**config.mk**
```make
export PLATFORM = sky130hd
export DESIGN_NAME = positional_list_engine
export DESIGN_NICKNAME = d
export VERILOG_FILES = /design/src/rtl/ple_pkg.sv /design/src/rtl/ple_cell.sv /design/src/rtl/positional_list_engine.sv
export SDC_FILE = /design/constraint.sdc
export NUM_CORES = 2
export LEC_CHECK = 0
export BUFFER_PORTS_ARGS = -buffer_cell sky130_fd_sc_hd__buf_2
export CAP_MARGIN = 0
export CELL_PAD_IN_SITES_DETAIL_PLACEMENT = 0
export CELL_PAD_IN_SITES_GLOBAL_PLACEMENT = 1
export CORE_ASPECT_RATIO = 1.2
export CORE_MARGIN = 2
export CORE_UTILIZATION = 59
export DETAILED_ROUTE_END_ITERATION = 6
export PLACE_DENSITY_LB_ADDON = 0.1
export SLEW_MARGIN = 25
export SYNTH_ARGS = -nofsm -noshare
export SYNTH_HDL_FRONTEND = slang
export SYNTH_SLANG_ARGS = --single-unit
```
**constraint.sdc**
```tcl
create_clock -name aclk -period 16.9 [get_ports aclk]
set_input_delay 1.69 -clock aclk [delete_from_list [all_inputs] [get_ports aclk]]
set_output_delay 1.69 -clock aclk [all_outputs]
set_load 0.01 [all_outputs]
```
**src/rtl/ple_pkg.sv**
```systemverilog
// Shared types and constants for the positional list engine.
package ple_pkg;

    localparam int unsigned CAPACITY_DEF = 16;

    localparam int unsigned IDX_MAX_W = 8;
    localparam int unsigned CNT_MAX_W = 9;

    localparam int unsigned KIND_W    = 3;
    localparam int unsigned POS_W     = 5;
    localparam int unsigned VALUE_W   = 32;
    localparam int unsigned STATUS_W  = 2;
    localparam int unsigned FPOS_W    = 4;
    localparam int unsigned ECNT_W    = 5;
    localparam int unsigned S_TDATA_W = 40;
    localparam int unsigned M_TDATA_W = 48;

    typedef enum logic [KIND_W-1:0] {
        KIND_INS_FRONT = 3'd0,
        KIND_INS_BACK  = 3'd1,
        KIND_INS_AT    = 3'd2,
        KIND_REMOVE_AT = 3'd3,
        KIND_FIND      = 3'd4,
        KIND_READ      = 3'd5,
        KIND_CLEAR     = 3'd6
    } kind_t;

    typedef enum logic [STATUS_W-1:0] {
        STAT_OK        = 2'd0,
        STAT_BAD_POS   = 2'd1,
        STAT_FULL      = 2'd2,
        STAT_NOT_FOUND = 2'd3
    } status_t;

    typedef enum logic [2:0] {
        COP_NONE   = 3'd0,
        COP_INSERT = 3'd1,
        COP_REMOVE = 3'd2,
        COP_FIND   = 3'd3,
        COP_READ   = 3'd4
    } cell_op_t;

    typedef struct packed {
        logic                 act;
        cell_op_t             op;
        logic [IDX_MAX_W-1:0] pos;
        logic [CNT_MAX_W-1:0] lim;
        logic [VALUE_W-1:0]   data;
        logic                 hit;
        logic [IDX_MAX_W-1:0] hit_idx;
    } tok_t;

endpackage

```
**src/rtl/ple_cell.sv**
```systemverilog
// One list cell: holds one entry and acts on the request token passing through.
module ple_cell import ple_pkg::*; #(
    parameter int unsigned INDEX = 0
) (
    input  logic               aclk,
    input  logic               aresetn,
    input  tok_t               tok_in,
    input  logic [VALUE_W-1:0] next_entry,
    output tok_t               tok_out,
    output logic [VALUE_W-1:0] entry
);

    localparam logic [IDX_MAX_W-1:0] MY_IDX = IDX_MAX_W'(INDEX);
    localparam logic [CNT_MAX_W-1:0] MY_CNT = CNT_MAX_W'(INDEX);

    logic [VALUE_W-1:0] entry_reg, entry_next;
    tok_t               tok_reg, tok_next;

    always_comb begin
        entry_next = entry_reg;
        tok_next   = tok_in;
        if (tok_in.act) begin
            unique case (tok_in.op)
                COP_INSERT: begin
                    if (MY_IDX >= tok_in.pos) begin
                        entry_next    = tok_in.data;
                        tok_next.data = entry_reg;
                    end
                end
                COP_REMOVE: begin
                    if (MY_IDX >= tok_in.pos) begin
                        entry_next = next_entry;
                    end
                end
                COP_FIND: begin
                    if (!tok_in.hit && (MY_CNT < tok_in.lim) && (entry_reg == tok_in.data)) begin
                        tok_next.hit     = 1'b1;
                        tok_next.hit_idx = MY_IDX;
                    end
                end
                COP_READ: begin
                    if (MY_IDX == tok_in.pos) begin
                        tok_next.data = entry_reg;
                    end
                end
                default: ;
            endcase
        end
    end

    always_ff @(posedge aclk) begin
        entry_reg <= entry_next;
    end

    always_ff @(posedge aclk) begin
        if (!aresetn) begin
            tok_reg.act <= 1'b0;
        end else begin
            tok_reg <= tok_next;
        end
    end

    assign tok_out = tok_reg;
    assign entry   = entry_reg;

endmodule

```
**src/rtl/positional_list_engine.sv**
```systemverilog
// Top level of the positional list engine: request decode, cell chain and result register.
//
//  channel | ports                            | contents
//  --------+----------------------------------+-------------------------------------------
//  input   | s_tvalid s_tready s_tdata s_tuser | tuser: kind; tdata: position, value
//  result  | m_tvalid m_tready m_tdata        | tdata: status, read_value, found_position,
//          |                                  |        entry_count, is_empty
//
// A request runs down the row of CAPACITY cells, one cell a cycle; one item is
// in flight at a time.
// Reset empties the list; entries keep no reset value.
// A new request is taken while the previous result waits in the output register.
module positional_list_engine import ple_pkg::*; #(
    parameter int unsigned CAPACITY = CAPACITY_DEF
) (
    input  logic                 aclk,
    input  logic                 aresetn,
    input  logic                 s_tvalid,
    output logic                 s_tready,
    input  logic [S_TDATA_W-1:0] s_tdata,   // position[4:0], value[36:5], zero pad
    input  logic [KIND_W-1:0]    s_tuser,   // kind[2:0]
    output logic                 m_tvalid,
    input  logic                 m_tready,
    output logic [M_TDATA_W-1:0] m_tdata    // status[1:0], read_value[33:2],
                                            // found_position[37:34], entry_count[42:38],
                                            // is_empty[43], zero pad
);

    localparam int unsigned CNT_W = $clog2(CAPACITY + 1);
    localparam logic [CNT_MAX_W-1:0] CAP_EXT = CNT_MAX_W'(CAPACITY);

    typedef enum logic [2:0] {
        ST_IDLE = 3'b001,
        ST_RUN  = 3'b010,
        ST_HOLD = 3'b100
    } state_t;

    state_t               state_reg, state_next;
    logic [CNT_W-1:0]     count_reg;
    tok_t                 tok_issue_reg;
    status_t              stat_reg;
    logic                 find_reg;
    logic                 read_reg;
    logic [M_TDATA_W-1:0] res_reg;
    logic [M_TDATA_W-1:0] m_tdata_reg;
    logic                 m_tvalid_reg;

    tok_t                 chain [CAPACITY+1];
    logic [VALUE_W-1:0]   ent   [CAPACITY];

    logic [POS_W-1:0]     s_position;
    logic [VALUE_W-1:0]   s_value;
    logic                 s_xfer;
    logic                 m_free;

    logic [CNT_MAX_W-1:0] cnt_ext;
    logic [CNT_MAX_W-1:0] pos_ext;
    cell_op_t             iss_op;
    logic [CNT_MAX_W-1:0] iss_pos;
    status_t              iss_stat;
    logic [CNT_MAX_W-1:0] cnt_new;

    tok_t                 fin;
    status_t              res_stat;
    logic [VALUE_W-1:0]   res_value;
    logic [FPOS_W-1:0]    res_fpos;
    logic [M_TDATA_W-1:0] res_next;

    assign s_position = s_tdata[POS_W-1:0];
    assign s_value    = s_tdata[POS_W+VALUE_W-1:POS_W];
    assign s_tready   = (state_reg == ST_IDLE);
    assign s_xfer     = s_tvalid && s_tready;
    assign m_free     = !m_tvalid_reg || m_tready;

    assign cnt_ext = CNT_MAX_W'(count_reg);
    assign pos_ext = CNT_MAX_W'(s_position);

    always_comb begin
        logic [CNT_MAX_W-1:0] ins_pos;
        ins_pos  = pos_ext;
        iss_op   = COP_NONE;
        iss_pos  = pos_ext;
        iss_stat = STAT_OK;
        cnt_new  = cnt_ext;
        unique case (kind_t'(s_tuser))
            KIND_INS_FRONT, KIND_INS_BACK, KIND_INS_AT: begin
                if (kind_t'(s_tuser) == KIND_INS_FRONT) begin
                    ins_pos = '0;
                end else if (kind_t'(s_tuser) == KIND_INS_BACK) begin
                    ins_pos = cnt_ext;
                end
                if (ins_pos > cnt_ext) begin
                    iss_stat = STAT_BAD_POS;
                end else if (cnt_ext == CAP_EXT) begin
                    iss_stat = STAT_FULL;
                end else begin
                    iss_op  = COP_INSERT;
                    iss_pos = ins_pos;
                    cnt_new = cnt_ext + CNT_MAX_W'(1);
                end
            end
            KIND_REMOVE_AT: begin
                if (pos_ext >= cnt_ext) begin
                    iss_stat = STAT_BAD_POS;
                end else begin
                    iss_op  = COP_REMOVE;
                    cnt_new = cnt_ext - CNT_MAX_W'(1);
                end
            end
            KIND_FIND: begin
                iss_op = COP_FIND;
            end
            KIND_READ: begin
                if (pos_ext >= cnt_ext) begin
                    iss_stat = STAT_BAD_POS;
                end else begin
                    iss_op = COP_READ;
                end
            end
            KIND_CLEAR: begin
                cnt_new = '0;
            end
            default: ;
        endcase
    end

    assign chain[0] = tok_issue_reg;

    genvar gi;
    generate
        for (gi = 0; gi < CAPACITY; gi++) begin : g_cell
            logic [VALUE_W-1:0] nb;
            if (gi == CAPACITY - 1) begin : g_last
                assign nb = '0;
            end else begin : g_mid
                assign nb = ent[gi+1];
            end
            ple_cell #(
                .INDEX (gi)
            ) u_cell (
                .aclk       (aclk),
                .aresetn    (aresetn),
                .tok_in     (chain[gi]),
                .next_entry (nb),
                .tok_out    (chain[gi+1]),
                .entry      (ent[gi])
            );
        end
    endgenerate

    assign fin       = chain[CAPACITY];
    assign res_stat  = find_reg ? (fin.hit ? STAT_OK : STAT_NOT_FOUND) : stat_reg;
    assign res_value = read_reg ? fin.data : '0;
    assign res_fpos  = (find_reg && fin.hit) ? fin.hit_idx[FPOS_W-1:0] : '0;
    assign res_next  = {
        (M_TDATA_W - STATUS_W - VALUE_W - FPOS_W - ECNT_W - 1)'(0),
        (count_reg == '0),
        cnt_ext[ECNT_W-1:0],
        res_fpos,
        res_value,
        res_stat
    };

    always_comb begin
        state_next = state_reg;
        unique case (state_reg)
            ST_IDLE: if (s_xfer) state_next = ST_RUN;
            ST_RUN:  if (fin.act) state_next = ST_HOLD;
            ST_HOLD: if (m_free) state_next = ST_IDLE;
            default: state_next = ST_IDLE;
        endcase
    end

    always_ff @(posedge aclk) begin
        if (!aresetn) begin
            state_reg         <= ST_IDLE;
            count_reg         <= '0;
            tok_issue_reg.act <= 1'b0;
            m_tvalid_reg      <= 1'b0;
        end else begin
            state_reg         <= state_next;
            tok_issue_reg.act <= s_xfer;
            if (s_xfer) begin
                count_reg             <= cnt_new[CNT_W-1:0];
                tok_issue_reg.op      <= iss_op;
                tok_issue_reg.pos     <= iss_pos[IDX_MAX_W-1:0];
                tok_issue_reg.lim     <= cnt_ext;
                tok_issue_reg.data    <= s_value;
                tok_issue_reg.hit     <= 1'b0;
                tok_issue_reg.hit_idx <= '0;
            end
            if ((state_reg == ST_HOLD) && m_free) begin
                m_tvalid_reg <= 1'b1;
            end else if (m_tready) begin
                m_tvalid_reg <= 1'b0;
            end
        end
    end

    always_ff @(posedge aclk) begin
        if (s_xfer) begin
            stat_reg <= iss_stat;
            find_reg <= (iss_op == COP_FIND);
            read_reg <= (iss_op == COP_READ);
        end
        if (fin.act) begin
            res_reg <= res_next;
        end
        if ((state_reg == ST_HOLD) && m_free) begin
            m_tdata_reg <= res_reg;
        end
    end

    assign m_tvalid = m_tvalid_reg;
    assign m_tdata  = m_tdata_reg;

endmodule

```
==> summary.md <==
| Metric | Value |
|---|---|
| Outcome | `completed` |
| Min-Delay Path Class | `reg -> reg` |
| CP dominant cell by count | `buf_4` |
| Cells after Synth | `3783` |
| Largest net degree at the start of global routing | `160` |
| Crit path cell chain | `buf_8 -> buf_4 -> buf_4 -> buf_4` |
| RR Startpoint | `count_reg[2]$_SDFFE_PN0P_` |
| Placeable Area | `107700 sq um` |
| Post-layout util | `65.68%` |
| Post-Syn Area | `63920 sq um` |
| Vias | `32770` |
| Crit-path slowest cell | `buf_4` |
| Fin. max-slew vios | `0` |
| Nets | `4022` |
| CP Launch Point | `aresetn` |
| Flops & latches, synth | `1443` |
| Site Rows | `132` |
| RSZ-0062 raised after global routing | `false` |
| Vias in the first global route | `34300` |
| Post-CTS setup buffer count | `0` |
| I/O Buffers | `89` |
| Hold Vio Cnt, Final | `0` |
| Clk buf depth | `3` |
| Antenna violations before repair | `0` |
| Max-Cap Viols | `0` |
| Die area | `111000 sq um` |
| Cts repair resizes | `0` |
| Rel. slew slack | `30.45%` |
| CTS Buf Count | `144` |
| Number of flip-flops in the largest register | `784` |
| Initial DRC Count | `2601` |
| Root Driver | `clkbuf_16` |
| Sink Count | `1443` |
| Final wirelength | `146600 um` |
| Crit. End Element | `flip-flop` |
| Post-placement worst setup slack | `11.73 ns` |
| Max stage delay on crit path | `0.94 ns` |
| Number of synthesized flops with an enable pin | `1417` |
| Chip height | `364.6 um` |
| Drc violations | `0` |
| Chip width | `304.5 um` |
| Most frequent cells in the layout | `1417 x edfxtp_1, 928 x mux2_2, 390 x xnor2_1` |
| Most common cell after layout, fill and taps aside | `edfxtp_1` |
| Overall global routing resource usage | `26.49%` |
| First-pass GRT wire length | `218900 um` |
| Reg area | `43080 sq um` |
| GRT overflow | `0` |
| Starting Density | `59.36%` |
| H-tree levels | `4` |
| Final Cycle Share | `25.69%` |
| Total power draw | `7650 uW` |
| Crit path max fanout | `75` |
| Drt via density | `5.976` |
| Ys async rst share | `0%` |
| Final TNS setup | `0 ns` |
| HPWL Detailed | `102600 um` |
| Seq/Total Area, Yosys | `67.39%` |
| WP data arrival | `4.72 ns` |
| Placer Congestion | `0.8690` |
| HP Start | `res_reg[43]$_DFFE_PP_` |
| Post-DRT Antenna Nets | `0` |
| Multi-input logic area | `20370 sq um` |
| Crit start category | `input pin` |
| Worst skew pair latency | `0.77 ns` |
| Top FF cell, synth | `edfxtp_1` |
| Crit path kind | `in -> reg` |
| CTS tree | `yes` |
| Clock-pin slew on the worst setup and hold paths | `0.06 ns` |
| Filler Cell Count | `7502` |
| Final setup fails | `0` |
| Layout cells sized above 1 | `33.46%` |
| Post-CTS Hold Buffers | `0` |
| Final WS setup | `12.56 ns` |
| Syn avg cell area | `16.90 sq um` |
| Synth cell types | `74` |
| ANT cells | `0` |
| Leak Pwr | `0.02310 uW` |
| Clk_skew | `0.02111 ns` |
| TritonRoute pass-1 iters | `5` |
| WP data required | `17.28 ns` |
| Ys Warns | `0` |
| Power Dens Cells | `108.2 nW/um^2` |
| Wire length per cell | `26.74 um` |
| I/O pins | `97` |
| Worst Tran Pin Value | `1.017 ns` |
| Peak VDD IR | `0.1073 mV` |
| Max Clk Rate | `230.4 MHz` |
| Area delta synth->final | `10.65%` |
| Tmin final | `4.341 ns` |
==> power by group <==
group	switching (uW)	leakage (uW)	internal, uW
Combinational	170	0.00732	183
Sequential	104	0.0136	4070
Clock	1350	0.00219	1770
Total	1630	0.0231	6020
==> per-stage QoR <==
stage               hold WS [ns]  std cells  area, sq um
floorplan                 0.4003       3786        63930
CTS                       0.4183       5484        70710
finish                    0.4163       5484        70720
global route              0.4266       5484        70720
global placement          0.4029       5222        66150
detailed placement        0.4045       5222        66180
==> cells by family after synthesis <==
kind of cell | count (synthesis) | synth area share, %
flip-flops | 1443 | 67.39
multiplexers | 978 | 17.38
AND/OR/NAND/NOR | 563 | 5.426
XOR/XNOR | 525 | 7.194
buffers and inverters | 142 | 1.124
AO/OA/AOI/OAI | 117 | 1.198
adder cells (fa/ha/maj) | 14 | 0.2858
other | 1 | 0.005867
==> layout make-up <==
cell class | instances | share of cell area, %
inverters | 28 | 0.1486
well taps | 1407 | 2.489
clock buffers | 191 | 5.435
flip-flops and latches | 1443 | 60.91
clock inverters | 71 | 0.9748
multi-input cells | 2201 | 28.80
repair buffers | 143 | 1.245
==> cell usage after synthesis (5+ instances only) <==
master       n  area, sq um
a21o_1       7        52.55
a21oi_1     20        100.1
and2_1      64        400.4
and3_1       7        43.79
buf_1        5        18.77
buf_2       64        320.3
buf_6       12        135.1
clkbuf_1    29        108.9
dfxtp_1     26        520.5
edfxtp_1  1417        42550
ha_1        13        162.7
inv_1       28        105.1
mux2_1      14        157.7
mux2_2     928        10450
mux2_4      28        420.4
mux2i_1      8        80.08
nand2_1     67        251.5
nand2b_1    44        275.3
nand3_1     24        120.1
nand3b_1     7        52.55
nand4_1    102        638.1
nand4b_1    11        96.34
nor2_1      24        90.09
nor2b_1     44        275.3
nor3_1      20        100.1
nor3b_1     16        120.1
nor4_1      64        400.4
nor4b_1     10        87.58
o21ai_0     43        215.2
or2_2       23        143.9
or3_1        6        37.54
xnor2_1    390         3416
xor2_1     135         1182
==> worst max-delay path: cells and delay by family <==
family | cells | cell delay [ns]
buffers and inverters | 4 | 2.89
==> final timing paths <==
path                                              to  slack [ns]  cells after the start
max reg2reg                    chain[1045]$_DFFE_PP_       14.06                      8
min                            m_tdata[43]$_DFFE_PP_        0.42                      0
max          g_cell[11].u_cell.tok_out[13]$_DFFE_PP_       12.56                      4
min reg2reg                    m_tdata[43]$_DFFE_PP_        0.42                      0
==> routing by layer <==
metal	wire, um	GRT usage [%]	up-vias
li1	-	-	14900
met1	56290	31.34	16860
met2	80480	49.63	782
met3	5334	3.566	232
met4	4516	8.950	0
met5	0	0	-
Power figures use the tool's default switching activity.
